### config.mk
export PLATFORM = sky130hd
export DESIGN_NAME = afc_mul
export DESIGN_NICKNAME = d
export VERILOG_FILES = /design/src/afc_pkg.sv /design/src/afc_mul.sv
export SDC_FILE = /design/constraint.sdc
export NUM_CORES = 2
export LEC_CHECK = 0
export BUFFER_PORTS_ARGS = -buffer_cell sky130_fd_sc_hd__buf_2
export CORE_UTILIZATION = 61
export DETAILED_ROUTE_END_ITERATION = 6
export PLACE_DENSITY = 0.84
export SYNTH_ARGS = -nofsm -noshare
export SYNTH_HDL_FRONTEND = slang
export SYNTH_SLANG_ARGS = --single-unit
### constraint.sdc
create_clock -name aclk -period 10.3 [get_ports aclk]
set_input_delay 2.575 -clock aclk [delete_from_list [all_inputs] [get_ports aclk]]
set_output_delay 2.575 -clock aclk [all_outputs]
set_load 0.02 [all_outputs]
### src/afc_pkg.sv
// Shared types, widths and constants of the altitude complementary filter.
`default_nettype none

package afc_pkg;

    // Shared multiplier operand and product widths
    localparam int OPA_W  = 38;              // widest left operand: rounded velocity gain term
    localparam int OPB_W  = 22;              // widest right operand: 21-bit gain, zero-extended
    localparam int PROD_W = OPA_W + OPB_W;
    localparam int RND_W  = PROD_W - 16;     // product after dropping 16 fraction bits
    localparam int SUM_W  = RND_W + 1;       // one rounded product plus one held term

    // Serial divider: 33-bit magnitude shifted up by 16, padded to an even count
    localparam int DIV_W       = 50;
    localparam int DIV_STEPS   = DIV_W / 2;  // two quotient bits per cycle
    localparam int DIV_CNT_W   = $clog2(DIV_STEPS);

    // Fixed Q16.16 coefficients
    localparam logic signed [OPB_W-1:0] G_Q16      = 22'sd642908;  // 9.81
    localparam logic signed [OPB_W-1:0] W_INERTIAL = 22'sd54067;   // 0.825
    localparam logic signed [OPB_W-1:0] W_BARO     = 22'sd11469;   // 0.175

    // Request kinds carried on tuser
    localparam logic CMD_BARO  = 1'b0;
    localparam logic CMD_ACCEL = 1'b1;

    // Configuration register indexes
    localparam int CFG_IDX_W = 3;
    localparam logic [CFG_IDX_W-1:0] CFG_DECAY_ALPHA    = 3'd0;
    localparam logic [CFG_IDX_W-1:0] CFG_BARO_GAIN      = 3'd1;
    localparam logic [CFG_IDX_W-1:0] CFG_VELOCITY_GAIN  = 3'd2;
    localparam logic [CFG_IDX_W-1:0] CFG_VELOCITY_DECAY = 3'd3;
    localparam logic [CFG_IDX_W-1:0] CFG_ACCEL_DEADBAND = 3'd4;

    typedef struct packed {
        logic             start;
        logic             neg;
        logic [DIV_W-1:0] mag;
        logic [15:0]      divisor;
    } afc_div_req_t;

    typedef struct packed {
        logic               done;
        logic signed [31:0] quotient;
    } afc_div_rsp_t;

    // Clamp to signed 32 bits
    function automatic logic signed [31:0] sat32(input logic signed [SUM_W-1:0] v);
        logic in_range;
        in_range = (&v[SUM_W-1:31]) | ~(|v[SUM_W-1:31]);
        if (in_range) begin
            return v[31:0];
        end else if (v[SUM_W-1]) begin
            return 32'sh8000_0000;
        end else begin
            return 32'sh7FFF_FFFF;
        end
    endfunction

endpackage

`default_nettype wire

### src/afc_mul.sv
// Shared signed multiplier with registered product and round-to-nearest output.
`default_nettype none

module afc_mul import afc_pkg::*; (
    input  wire logic                    aclk,
    input  wire logic                    en,
    input  wire logic signed [OPA_W-1:0] op_a,
    input  wire logic signed [OPB_W-1:0] op_b,
    output logic signed [RND_W-1:0]      rnd_out
);

    logic signed [PROD_W-1:0] prod_reg;
    logic signed [PROD_W-1:0] prod_next;
    logic signed [PROD_W-1:0] biased;

    assign prod_next = PROD_W'(op_a) * PROD_W'(op_b);

    always_ff @(posedge aclk) begin
        if (en) begin
            prod_reg <= prod_next;
        end
    end

    // Half an LSB then arithmetic shift: nearest, ties toward +infinity
    assign biased  = prod_reg + $signed(PROD_W'(32768));
    assign rnd_out = RND_W'(biased >>> 16);

endmodule

`default_nettype wire

### Word level (Yosys, flattened, before mapping)

Index checks and enable logic that the tools add are counted.

| storage, ports and cells | value |
|---|---|
| register bits | 60 |
| bits of input ports | 62 |
| output and inout port bits | 44 |
| word-level logic and storage cells | 3 |

| cells by class | value |
|---|---|
| add/sub/neg operators | 1 |
| multipliers | 1 |

Operators by type and width:

| operator | number |
|---|---|
| $add A60 B17 Y60 const B | 1 |
| $mul A38 B22 Y60 | 1 |

### Logic depth before layout (Yosys ltp)

| depth | value |
|---|---|
| depth after elaboration | 1 |
| gate-level depth with buffers | 26 |
| mapped depth without buffers | 24 |

### Least setup slack after synthesis

Ideal clock, no wire load.

| path | value |
|---|---|
| kind | input to register |
| start point | input port op_b[13] |
| end point | register prod_reg[38], data pin |
| setup time | 261 ps |
| data arrival time | 8844 ps |
| data required time | 10039 ps |
| setup slack | 1195 ps |
| stages on the path | 26 |
| path buffers | 3 |
| cells stage by stage | clkbuf_1 > clkbuf_1 > nand2_1 > fa_1 > inv_1 > fa_1 > inv_1 > fa_1 > inv_1 > fa_1 > fa_1 > fa_1 > inv_1 > fa_1 > inv_1 > ha_1 > buf_2 > a21oi_1 > o22ai_1 > nand3b_1 > a311o_1 > or2_1 > a21o_1 > a21o_1 > a31o_1 > xor2_1 |

| on the way | value |
|---|---|
| cells in the longest elaborated chain, start to end | 1 |

Ends and longest elaborated chain:

| item | line | source |
|---|---|---|
| start: declaration | afc_mul.sv:8 | `input wire logic signed [OPB_W-1:0] op_b,` |
| $mul A38 B22 Y60 | afc_mul.sv:16 | `assign prod_next = PROD_W'(op_a) * PROD_W'(op_b);` |
| named net prod_next[38] | afc_mul.sv:13 | `logic signed [PROD_W-1:0] prod_next;` |
| end signal: assignment | afc_mul.sv:20 | `prod_reg <= prod_next;` |
| end: declaration | afc_mul.sv:12 | `logic signed [PROD_W-1:0] prod_reg;` |

The timed path passes the listed nets, and every way through them passes these cells.
A chain may end at the register's enable or synchronous reset.

### Final worst setup path

| path | value |
|---|---|
| start point | input port op_b[7] |
| end point | register prod_reg[59], data pin |

The elaborated chain is that of the path after synthesis.

==> impl_metrics.json <==
{
  "status": "complete, no violations",
  "grt_pass1_vias": 24400,
  "holdWs_ps": 3020,
  "ys_seq_area_share_pct": 4.51,
  "max_freq_mhz": 102,
  "synth_enable_flop_cells": 45,
  "synthCells": 3255,
  "cp_max_fo": 38,
  "hold_viol_final": 0,
  "totalWireLength_um": 77200,
  "setup_violations": 0,
  "cts_root_buf": "clkbuf_16",
  "cts_hold_buffers": 0,
  "grt_antenna_before_repair": 1,
  "relSlewSlack_pct": 24.3,
  "overflow": 0,
  "drtPass1Iterations": 7,
  "cts_tree": "yes",
  "finalWeightedCongestion": 0.943,
  "track_usage_pct": 32.9,
  "tns_ps": 0,
  "postCtsSetupBuffers": 0,
  "core_um2": 48000,
  "post_cts_resized": 0,
  "htreeDepth": 2,
  "ys_top_cells_by_area": "fa_1 55%, inv_1 10%, nand2_1 7.8%",
  "arrival_ps": 9860,
  "io_pins": 106,
  "layout.nets": 4278,
  "worst_slack_ps": 481,
  "vias": 22100,
  "post_route_cells_drive_above_1_share_pct": 5.04,
  "synth_flop_cell": "edfxtp_1",
  "worstHoldPathType": "in -> reg",
  "cts_buffers": 5,
  "instances_no_fill": 3848,
  "via_per_inst": 5.74,
  "dp_hpwl_um": 61100,
  "avgSynthCellArea_um2": 9.20,
  "dp_slack_ps": 238,
  "synth_cell_type_count": 55,
  "maxCapViolations": 0,
  "ys_seq_elements": 45,
  "cts.sinks": 45,
  "die_x_um": 224,
  "fillers": 3710,
  "crit_path_start_kind": "input port",
  "post-route-period-util_pct": 95.3,
  "die_y_um": 224,
  "rsz0062_at_grt": "false",
  "dpl.cell_count": 3840,
  "layout_common_cells": "820 x fa_1, 808 x inv_1, 620 x nand2_1",
  "die_area_um2": 50000,
  "critPathKind": "in -> reg",
  "period_minus_slack_ps": 9820,
  "synth_nets": 4301,
  "final_common_cell": "fa_1",
  "largest_register_ff_count": 45,
  "synth-async-reset-ratio_pct": 0,
  "drv_slew": 0,
  "timing_worst_slew_pin_value_ps": 1140,
  "grt_pass1_wl_um": 126000,
  "synthesis.area_um2": 29900,
  "ant_nets": 0,
  "start_util_pct": 62.3,
  "num_antenna_cells": 0,
  "yosysTopAreaCellShare_pct": 54.8,
  "row_count": 80,
  "ys_warn_count": 0,
  "grt_max_degree": 46,
  "end_kind": "register",
  "synth_area_leader_cell": "fa_1",
  "port_buffers": 105,
  "clk_pin_slew_ps": 70,
  "drt_iter0_markers": 1861,
  "drc": 0,
  "layout-area-overhead-vs-synth_pct": 3.69,
  "cts_max_path_buffers": 2,
  "wl_per_cell_um": 20.1,
  "crit_required_ps": 10340
}
[cell families (layout without fill, tap and decap cells)]
kind of cell / after synthesis / count (layout) / share of synthesized area [%]
AND/OR/NAND/NOR: 1023 / 1023 / 15.8
XOR/XNOR: 97 / 97 / 2.84
buffers and inverters: 980 / 958 / 12.3
AO/OA/AOI/OAI: 125 / 125 / 2.79
adder cells (fa/ha/maj): 984 / 984 / 61.7
flip-flops: 45 / 45 / 4.51
multiplexers: 1 / 1 / 0.0376
[per-stage QoR]
stage / util (%) / area [µm²]
2_1_floorplan: - / 29900
3_3_place_gp: 64.3 / 30900
3_5_place_dp: 64.3 / 30900
4_1_cts: 64.6 / 31000
5_1_grt: 64.6 / 31000
6_report: 64.6 / 31000
[cells in the mapped netlist (12+ instances only)]
| cell type | count |
|---|---|
| nand2b_1 | 12 |
| xor2_1 | 32 |
| and3_1 | 16 |
| and2_1 | 239 |
| nor2_1 | 45 |
| fa_1 | 820 |
| a21o_1 | 15 |
| nor2b_1 | 41 |
| o21ai_0 | 17 |
| nand4_1 | 12 |
| inv_1 | 808 |
| a21oi_1 | 42 |
| nand3_1 | 15 |
| edfxtp_1 | 45 |
| xnor2_1 | 65 |
| ha_1 | 164 |
| nand2_1 | 620 |
| clkbuf_1 | 163 |
[metal layers]
metal	wire length [µm]	part of all wire, %	track usage [%]
met4	6290	8.2	21.2
met2	37400	48	54.6
met1	25700	33	39.6
met3	7740	10	6.20
met5	13	0.017	0
[final timing paths]
kind | from | to | slack [ps] | cells past startpoint
worst min-delay path | en | prod_reg[56] | 3020 | 1
worst max-delay path | op_b[7] | prod_reg[59] | 480 | 23
[worst max-delay path, stage by stage]
cell	delay [ps]
buf_2	720
nand2_1	220
inv_1	180
fa_1	500
inv_1	190
fa_1	440
inv_1	80
fa_1	450
fa_1	520
fa_1	530
inv_1	50
fa_1	470
fa_1	500
inv_1	40
ha_1	430
nand2_1	120
nor3_1	340
nor2b_1	440
o21ai_1	200
o31ai_2	400
o41a_1	240
a21oi_2	80
xnor2_1	120
[cell type report]
class	count	area, µm²	share of cell area (%)
clock buffer	5	125	0.403
clock inverter	3	21.3	0.0685
inverter	808	3030	9.77
multi-input combinational	2230	24900	80.2
sequential	45	1350	4.35
tap	615	769	2.48
timing repair buffer	142	841	2.71
Power is not shown: default switching activity piles up to over one toggle a cycle in this logic, so the estimate is an artifact.
