## src/afc_pkg.sv

```systemverilog
// Shared types, widths and constants of the altitude complementary filter.
`default_nettype none

package afc_pkg;

    // Shared multiplier operand and product widths
    localparam int OPA_W  = 38;              // widest left operand: rounded velocity gain term
    localparam int OPB_W  = 22;              // widest right operand: 21-bit gain, zero-extended
    localparam int PROD_W = OPA_W + OPB_W;
    localparam int RND_W  = PROD_W - 16;     // product after dropping 16 fraction bits
    localparam int SUM_W  = RND_W + 1;       // one rounded product plus one held term

    // Serial divider: 33-bit magnitude shifted up by 16, padded to an even count
    localparam int DIV_W       = 50;
    localparam int DIV_STEPS   = DIV_W / 2;  // two quotient bits per cycle
    localparam int DIV_CNT_W   = $clog2(DIV_STEPS);

    // Fixed Q16.16 coefficients
    localparam logic signed [OPB_W-1:0] G_Q16      = 22'sd642908;  // 9.81
    localparam logic signed [OPB_W-1:0] W_INERTIAL = 22'sd54067;   // 0.825
    localparam logic signed [OPB_W-1:0] W_BARO     = 22'sd11469;   // 0.175

    // Request kinds carried on tuser
    localparam logic CMD_BARO  = 1'b0;
    localparam logic CMD_ACCEL = 1'b1;

    // Configuration register indexes
    localparam int CFG_IDX_W = 3;
    localparam logic [CFG_IDX_W-1:0] CFG_DECAY_ALPHA    = 3'd0;
    localparam logic [CFG_IDX_W-1:0] CFG_BARO_GAIN      = 3'd1;
    localparam logic [CFG_IDX_W-1:0] CFG_VELOCITY_GAIN  = 3'd2;
    localparam logic [CFG_IDX_W-1:0] CFG_VELOCITY_DECAY = 3'd3;
    localparam logic [CFG_IDX_W-1:0] CFG_ACCEL_DEADBAND = 3'd4;

    typedef struct packed {
        logic             start;
        logic             neg;
        logic [DIV_W-1:0] mag;
        logic [15:0]      divisor;
    } afc_div_req_t;

    typedef struct packed {
        logic               done;
        logic signed [31:0] quotient;
    } afc_div_rsp_t;

    // Clamp to signed 32 bits
    function automatic logic signed [31:0] sat32(input logic signed [SUM_W-1:0] v);
        logic in_range;
        in_range = (&v[SUM_W-1:31]) | ~(|v[SUM_W-1:31]);
        if (in_range) begin
            return v[31:0];
        end else if (v[SUM_W-1]) begin
            return 32'sh8000_0000;
        end else begin
            return 32'sh7FFF_FFFF;
        end
    endfunction

endpackage

`default_nettype wire

```

## src/afc_div.sv

```systemverilog
// Serial restoring divider, two quotient bits per cycle, signed and saturated result.
`default_nettype none

module afc_div import afc_pkg::*; (
    input  wire logic         aclk,
    input  wire logic         aresetn,
    input  wire afc_div_req_t req,
    output afc_div_rsp_t      rsp
);

    logic                 busy_reg;
    logic                 done_reg;
    logic [DIV_CNT_W-1:0] cnt_reg;
    logic                 neg_reg;
    logic [DIV_W-1:0]     dvd_reg;
    logic [15:0]          rem_reg;
    logic [15:0]          dsr_reg;

    logic [DIV_W-1:0]     dvd_next;
    logic [15:0]          rem_next;
    logic [16:0]          rem_sh;
    logic [16:0]          rem_sub;
    logic signed [31:0]   quot_sat;

    // Two restoring steps; quotient bits shift into the dividend LSB
    always_comb begin
        dvd_next = dvd_reg;
        rem_next = rem_reg;
        rem_sh   = '0;
        rem_sub  = '0;
        for (int i = 0; i < 2; i++) begin
            rem_sh   = {rem_next, dvd_next[DIV_W-1]};
            dvd_next = {dvd_next[DIV_W-2:0], 1'b0};
            rem_sub  = rem_sh - {1'b0, dsr_reg};
            if (rem_sh >= {1'b0, dsr_reg}) begin
                rem_next    = rem_sub[15:0];
                dvd_next[0] = 1'b1;
            end else begin
                rem_next = rem_sh[15:0];
            end
        end
    end

    always_ff @(posedge aclk) begin
        if (!aresetn) begin
            busy_reg <= 1'b0;
            done_reg <= 1'b0;
            cnt_reg  <= '0;
        end else begin
            // Pulse done after the last step
            done_reg <= !req.start && busy_reg && (cnt_reg == '0);
            if (req.start) begin
                busy_reg <= 1'b1;
                cnt_reg  <= DIV_CNT_W'(DIV_STEPS - 1);
                neg_reg  <= req.neg;
                dvd_reg  <= req.mag;
                rem_reg  <= '0;
                dsr_reg  <= req.divisor;
            end else if (busy_reg) begin
                dvd_reg <= dvd_next;
                rem_reg <= rem_next;
                cnt_reg <= cnt_reg - 1'b1;
                if (cnt_reg == '0) begin
                    busy_reg <= 1'b0;
                end
            end
        end
    end

    // Clamp magnitude, then apply sign
    always_comb begin
        if (!neg_reg) begin
            if (|dvd_reg[DIV_W-1:31]) begin
                quot_sat = 32'sh7FFF_FFFF;
            end else begin
                quot_sat = $signed(dvd_reg[31:0]);
            end
        end else begin
            if ((|dvd_reg[DIV_W-1:32]) || (dvd_reg[31] && (|dvd_reg[30:0]))) begin
                quot_sat = 32'sh8000_0000;
            end else begin
                quot_sat = -$signed(dvd_reg[31:0]);
            end
        end
    end

    assign rsp.done     = done_reg;
    assign rsp.quotient = quot_sat;

endmodule

`default_nettype wire

```

## config.mk

```make
export PLATFORM = sky130hd
export DESIGN_NAME = afc_div
export DESIGN_NICKNAME = d
export VERILOG_FILES = /design/src/afc_pkg.sv /design/src/afc_div.sv
export SDC_FILE = /design/constraint.sdc
export NUM_CORES = 1
export LEC_CHECK = 0
export ABC_AREA = 1
export BUFFER_PORTS_ARGS = -buffer_cell sky130_fd_sc_hd__buf_2
export CAP_MARGIN = 20
export CORE_UTILIZATION = 30
export DETAILED_ROUTE_END_ITERATION = 7
export PLACE_DENSITY = 0.47
export SLEW_MARGIN = 20
export SYNTH_ARGS = -nofsm -noshare
export SYNTH_HDL_FRONTEND = slang
export SYNTH_SLANG_ARGS = --single-unit
```

## constraint.sdc

```tcl
create_clock -name aclk -period 5.46 [get_ports aclk]
set_input_delay 1.092 -clock aclk [delete_from_list [all_inputs] [get_ports aclk]]
set_output_delay 1.092 -clock aclk [all_outputs]
set_load 0.02 [all_outputs]
```

# Yosys cells after proc, flatten, opt, wreduce, memory -nomap -nowiden
# Index checks and enable logic that the tools add are counted.
# totals
word_cells	43
regBits	90
output_inout_bits	33
# op_classes
bitwise_logic	1
order_cmp	2
reduce_logical	13
muxes	15
add_sub_neg	4
# op_table
op	n
$mux W50	2
$mux W32	3
$mux W16	3
$ge A17 B16 Y1	2
$neg A32 Y32	1
$sub A16 B16 Y16	2
$reduce_or A31 Y1	1
$reduce_or A19 Y1	1
$reduce_or A18 Y1	1
$mux W5	2
$logic_not A5 Y1	1
$mux W1	5
$sub A5 B1 Y5 const B	1
$reduce_and A2 Y1	2
$logic_and A1 B1 Y1	3
$reduce_bool A2 Y1	1
$reduce_or A2 Y1	1
$logic_not A1 Y1	1
$logic_or A1 B1 Y1	1
$not A1 Y1	1

# Logic depth before layout (Yosys ltp)
# Gate-level depths: netlist of the first run.
# depth
word_depth	6
mapped_depth	29

# Least setup slack after synthesis of the first run
# Ideal clock, no wire load.
# synth_path
kind	input to register
start	input req[67] in the netlist's numbering
end	register dvd_reg[0] (enable)
required_ns	4.947
path_stages	3
setup_slack_ns	0.131
arrival_time_ns	4.815
setup_ns	0.513
path_cell_list	buf_2 -> clkinv_1 -> a21oi_1
# synth_via
elab_chain_len	2
# synth_rtl
item	line	rtl
start, declared	afc_div.sv:7	input wire afc_div_req_t req,
$reduce_bool A2 Y1 (no source line)	-	
$reduce_and A2 Y1 (no source line)	-	
end signal, assigned	afc_div.sv:56	dvd_reg <= req.mag;
end signal, assigned	afc_div.sv:60	dvd_reg <= dvd_next;
end, declared	afc_div.sv:15	logic [DIV_W-1:0] dvd_reg;
# No other way between the ends.
# A chain may end at the register's enable or synchronous reset.

==> results of run 1 <==
-- worst paths after layout --
path	endpoint
worst max-delay path	rsp[30]
worst min-delay path	cnt_reg[0]
worst max register to register	dvd_reg[0]
worst min register to register	cnt_reg[0]
-- cell usage in the layout (no fill, tap or decap), types with 2 or more instances in the layout --
cell	n
a21oi_2	3
nor2_2	5
buf_2	102
nand3b_1	5
xnor2_1	8
dfxtp_1	7
o21ai_1	5
or2_2	3
nor3_2	2
nand3_1	52
a31oi_1	4
nand3_2	4
o21ai_0	114
inv_2	2
a21oi_1	24
inv_1	117
clkinvlp_4	2
buf_4	6
nand2_2	9
o21ai_2	8
clkbuf_16	9
a21o_1	3
edfxtp_1	83
fa_1	2
xor2_1	33
o21a_1	2
clkinv_2	2
inv_6	2
ha_1	35
nand4_1	11
o21bai_1	6
nor4_1	6
nor3_1	6
nor2_1	70
nand2_1	253
-- cell families after synthesis --
| kind of cell | count (synthesis) | share of synthesized area [%] |
|---|---|---|
| simple gates | 433 | 27.4 |
| compound gates | 173 | 13.7 |
| buf+inv | 149 | 8.77 |
| flops | 90 | 38.0 |
| xor+xnor | 41 | 5.19 |
| fa+ha+maj | 37 | 6.91 |
-- power breakdown --
| group | switching (W) | internal [W] |
|---|---|---|
| clock network | 0.000290 | 0.000311 |
| logic | 0.00154 | 0.000821 |
| registers | 0.0000666 | 0.000919 |
-- per-layer routing --
metal	global-route usage (%)	wire length [um]	vias to the layer above
met2	27.1	8840	143
met3	2.93	968	22
met4	5.67	295	2
met1	24.0	9780	2771
met5	0	17	-
li1	-	-	3236
-- worst reg2reg max path, stage by stage (launching register included) --
cell      delay, ps
edfxtp_1        400
ha_1            400
a21oi_2         190
nor2_1           50
nor2_1          120
nand2_1          80
nor2_2          150
nand2_2         180
inv_4           280
nand2_1         120
o21ai_2          90
ha_1            310
nand2_1         120
nand2_1          70
a31oi_1         200
nand2_1         120
nand3_1          90
nand2_1          60
nand2_1         120
nand3_4         250
nor2_8          310
nor2_1           60
-- stage by stage --
| stage | area (um^2) | hold slack, ps | util (%) | worst slack (ps) | total power (W) |
|---|---|---|---|---|---|
| final | 7970 | 465 | 35.2 | 998 | 0.00395 |
| after global routing | 7970 | 505 | 35.2 | 693 | 0.00433 |
| after CTS | 7970 | 470 | 35.2 | 954 | 0.00397 |
| after detailed placement | 7690 | 459 | 34.0 | 1350 | 0.00334 |
| after global placement | 7690 | 455 | 34.0 | 1370 | 0.00336 |
| after floorplan | 6920 | 440 | - | 131 | 0.00285 |
-- final cells by class --
class / count / area share, %
Tap cell: 285 / 4.47
Multi-Input combinational cell: 684 / 46.3
Inverter: 121 / 5.73
Sequential cell: 90 / 33.0
Clock inverter: 7 / 0.643
Antenna cell: 1 / 0.0314
Timing Repair Buffer: 108 / 6.97
Clock buffer: 9 / 2.82
==> summary.txt, run 1 <==
Clock tree
  • Total setup buffers inserted after CTS: 0
  • Clock Path Buffers: 2
  • Root Buffer Master: clkbuf_16
  • Inserted Clock Buffers: 9
  • Clock transition at the registers of the reported paths: approximately 70 ps
  • Clock sinks: 90
  • H-tree depth: 3
  • Hold buffers post-CTS: 0
  • Clock Latency Late Sink: 360 ps
  • CTS tree: yes
  • Post-cts sizing count: 0

Critical path
  • CP Launch Type: flop
  • Crit. path cell count: 10
  • Critical path type: flop to output pin
  • Crit path arrival time: 3370 ps
  • Worst reg2reg path depth: 21
  • R2R Setup Slk: 1440 ps
  • Reg2reg start: rem_reg[13]
  • Crit end category: output pin
  • Crit-path cells: inv_1 > ha_1 > nand3_2 > nor2_1 > nand2_1 > o21ai_1 > nand3_1 > buf_4 > o21ai_0 > buf_2
  • Largest stage delay, worst path: 510 ps
  • Origin of the worst setup path: dvd_reg[0]
  • CP Buf/Inv Count: 3
  • Top delay family on crit path: simple AND/OR/NAND/NOR gates
  • Worst EP required: 4370 ps
  • CP max stage cell: nand3_1
  • Crit path max fanout: 17

Die
  • Die W: about 150 um
  • Rows: 55
  • Chip Height: 154 um
  • Total Die Area: 23700 um^2
  • Io pins: 103
  • Placeable Area: 22600 um^2
  • Starting Density: a little under a third

Placed design
  • GP Congestion: 0.857
  • Port Buffers: 102
  • Placed cell count: 1288
  • DP HPWL: 15200 um

Final layout
  • Filler instances: about 2400
  • Final Non-Filler Cells: 1305
  • Max reg flops: 50
  • Area of the multi-input gates: 3690 um^2
  • Area grow syn2layout: 15.2%
  • Nets: 1121
  • Share of post-route cells with drive strength above 1: 16.3%
  • Sequential Area: 2630 um^2

Route
  • First-pass detailed-route iteration total: 5
  • Routed Antenna Nets: 0
  • Drt wl/cell: between 15 and 20 um
  • Vias per cell: 4.73
  • WL final: 19900 um
  • Via count: 6174
  • Initial DRC count: 347
  • DRC viols: 0

GRT
  • Total gr overflow: 0
  • First-pass GRT wire length: around 32000 um
  • Overall global routing resource usage: 17.3%
  • Pin count of the biggest net entering global routing: 69
  • Initial antenna violation count: 2
  • Vias in the first global route: 5930

Synth
  • Unique masters post-synth: 48
  • Post-Syn Area: 6920 um^2
  • Post-synth top area cell: edfxtp_1
  • Synth area leaders: edfxtp_1, nand2_1, o21ai_0
  • Post-synth ARST share: 0%
  • Most frequent cell after synthesis: nand2_1
  • Yosys reg bits: 90
  • Share of the synthesized area in the top cell type: between 30 and 40%
  • YS warnings: 0
  • Syn nets: 1030
  • Avg Inst Size Synth: around 7.5 um^2
  • Register area share after synthesis: roughly two fifths
  • Post-Syn Instances: 923
  • Post-synth top cells: nand2_1, inv_1, o21ai_0
  • Synth Flop Type: edfxtp_1
  • Number of synthesized flops with an enable pin: 83

Status
  • Outcome: finished clean

Power and ir drop
  • LEAKAGE: 3.66 nW
  • Worst VDD drop: 0.196 mV
  • Pwr dens: 495 nW/um^2

Timing
  • Worst-case clock skew: 11.7 ps
  • Setup violations, final: 0
  • Fin crit period: 4460 ps
  • Fmax: 0.224 GHz
  • Period utilization: between 80% and 90%
  • Max-slew headroom: ~41%
  • RSZ-0062 raised after global routing: false
  • Max-slew violations: 0
  • Worst slew pin tran: 887 ps
  • TNS Setup: 0 ps
  • Final hold viol count: 0

Run
  • Max-cap viol count: 0

Min path
  • Min-Delay Path Depth: 2
  • Hold Crit Start: cnt_reg[0]
  • Worst min-delay path category: flop to flop
Power figures use the tool's default switching activity.
==> inputs of run 2 (changes only) <==
- clock period: 5.46 -> 3.95 ns (I/O delays scaled with it)
==> run 2 against run 1 <==
Net effect:
- clock power rose by 44%
- core utilization rose by 1.1 points
- critical path depth rose by 12
- cell area rose by 3.0%
- register-to-register slack got worse by 1100 ps
- critical path type is now flop to flop
- critical endpoint is now rem_reg[11]
- largest cell class unchanged
==> summary.txt, run 2 (synthesis gave the netlist of run 1 again) <==
Status
  • Outcome: finished clean

Final layout
  • Commonest non-fill, non-tap cell in the layout: nand2_1
  • Design area: ~8000 um^2
  • Final Util: 36.3%
  • Diode count: 0
  • Share of post-route cells with drive strength above 1: about 18%
  • Area grow syn2layout: 18.7%
  • Filler instances: 2414
  • Nets: 1131
  • Max reg flops: 50
  • Commonest non-fill, non-tap cells in the layout: nand2_1, inv_1, o21ai_0

Route
  • WL final: around 20000 um
  • Routed Antenna Nets: 0
  • DRC viols: 0
  • First-pass detailed-route iteration total: 4
  • Via count: 6267
  • Drt wl/cell: 15.5 um
  • Vias per cell: 4.77
  • Initial DRC count: ~360

Power and ir drop
  • Part of the power in combinational logic: 61.9%
  • Pwr dens: 713 nW/um^2
  • Switching Share: about 47%
  • P_sw: 0.00276 W
  • Clock power frac: 14.7%
  • LEAKAGE: 3.72 nW
  • Worst VDD drop: between 0.2 and 0.3 mV
  • Sequential power share: 23.4%
  • Pint: 0.00310 W

GRT
  • Overall global routing resource usage: between 10% and 20%
  • Vias in the first global route: around 6000
  • First-pass GRT wire length: 32100 um
  • Initial antenna violation count: 0
  • Pin count of the biggest net entering global routing: 94
  • Total gr overflow: 0

Placed design
  • GP Congestion: 0.873
  • Port Buffers: a little over 100
  • DP HPWL: 15200 um
  • Placed Instance Area: 7720 um^2

Critical path
  • Crit end category: flop
  • Crit-path cells: ha_1 > nand2_1 > nor2_4 > nand3_1 > nand3_2 > nand2_2 > nand2_4 > clkinv_8 > nand2_1 > nand2_1 > ha_1 > a21oi_1 > nand2_1 > nand2_1 > nand2_1 > nand3_1 > nand2_2 > nand2_4 > nand3_4 > nor2_4 > nand2_1 > nand2_1
  • Worst reg2reg path depth: 22
  • Largest stage delay, worst path: approximately 430 ps
  • CP max stage cell: edfxtp_1
  • CP Buf/Inv Count: 1
  • Top delay family on crit path: simple AND/OR/NAND/NOR gates
  • Crit. path cell count: 22
  • CP Launch Type: flop
  • Crit path arrival time: 3850 ps
  • Worst EP required: 4170 ps
  • Most used cell, CP: nand2_1
  • Crit path max fanout: 22
  • Critical path type: flop to flop

Run
  • Max-cap viol count: 0

Timing
  • Fin crit period: ~3600 ps
  • Worst slew pin tran: 950 ps
  • Worst-case clock skew: 9.41 ps
  • Setup violations, final: 0
  • Final hold viol count: 0
  • Period utilization: roughly nine tenths
  • Max-slew violations: 0
  • Fmax: 0.275 GHz
  • Max-slew headroom: a little under two fifths

Min path
  • Min-Delay Path Depth: 2
  • Worst min-delay path category: flop to flop

Die
  • Placeable Area: 22600 um^2
  • Die W: 154 um
  • Starting Density: 30.6%
  • Chip Height: approximately 150 um
  • Io pins: 103
  • Total Die Area: 23700 um^2
  • Rows: 55

Clock tree
  • H-tree depth: 3
  • Inserted Clock Buffers: 9
  • Hold buffers post-CTS: 0
  • Clock Path Buffers: 2
  • Clock Latency Late Sink: 360 ps
  • Root Buffer Master: clkbuf_16
  • CTS tree: yes
  • Clock transition at the registers of the reported paths: 60 ps
  • Clock sinks: 90
run 2: cell count changes in the layout (fill, tap and decap cells not counted), moves of 3 or more:
cell,delta
buf_4,+6
clkbuf_1,+4
ha_1,-10
ha_2,+3
ha_4,+7
inv_1,-3
inv_2,+3
run 2: power by group through the flow:
stage	logic [W]	clock network (W)	registers (W)
finish	0.00363	0.000864	0.00137
global route	0.00406	0.000911	0.00139
CTS	0.00326	0.000879	0.00136
detailed placement	0.00325	0	0.00138
global placement	0.00328	0	0.00138
floorplan	0.00258	0	0.00135
run 2: final timing paths:
| path | start | slack [ps] | to |
|---|---|---|---|
| setup / recovery | rem_reg[4] | 320 | rem_reg[11] |
| hold / removal | cnt_reg[0] | 480 | cnt_reg[0] |
| setup reg to reg | rem_reg[4] | 320 | rem_reg[11] |
| hold reg to reg | cnt_reg[0] | 480 | cnt_reg[0] |
run 2: final cells by class:
type / count / area [um^2] / share of cell area [%]
Timing Repair Buffer: 115 / 621 / 7.55
Clock inverter: 1 / 6.26 / 0.0761
Inverter: 121 / 467 / 5.68
Clock buffer: 15 / 279 / 3.40
Sequential cell: 90 / 2630 / 32.0
Tap cell: 285 / 357 / 4.34
Multi-Input combinational cell: 687 / 3850 / 46.9
run 2: routing by layer:
| metal | GRT usage [%] | vias up | routed length, um |
|---|---|---|---|
| li1 | - | 3248 | - |
| met1 | 24.3 | 2838 | 9970 |
| met2 | 27.4 | 154 | 9160 |
| met3 | 2.06 | 27 | 734 |
| met4 | 6.71 | 0 | 472 |
| met5 | 0 | - | 0 |
run 2: per-stage QoR:
step | setup WS (ps) | total power (W) | hold slack, ps | instances | setup TNS, ps
floorplan | 413 | 0.00393 | 440 | 923 | 0
global placement | 121 | 0.00466 | 452 | 1291 | 0
detailed placement | 55.9 | 0.00463 | 467 | 1291 | 0
CTS | 35.4 | 0.00551 | 477 | 1307 | 0
global route | -0.413 | 0.00636 | 493 | 1314 | -0.413
finish | 316 | 0.00586 | 475 | 1314 | 0
run 2: repair_timing:
| item | in CTS | in global routing |
|---|---|---|
| setup buffers | 0 | 4 |
| resized for setup | 0 | 26 |
| setup endpoints to repair | 0 | 17 |
run 2: worst min-delay path, delay by kind of cell, from the launching register on:
| family | cells | cell delay (ps) |
|---|---|---|
| AO/OA/AOI/OAI | 1 | 50 |
| flip-flops | 1 | 310 |
| AND/OR/NAND/NOR | 1 | 60 |
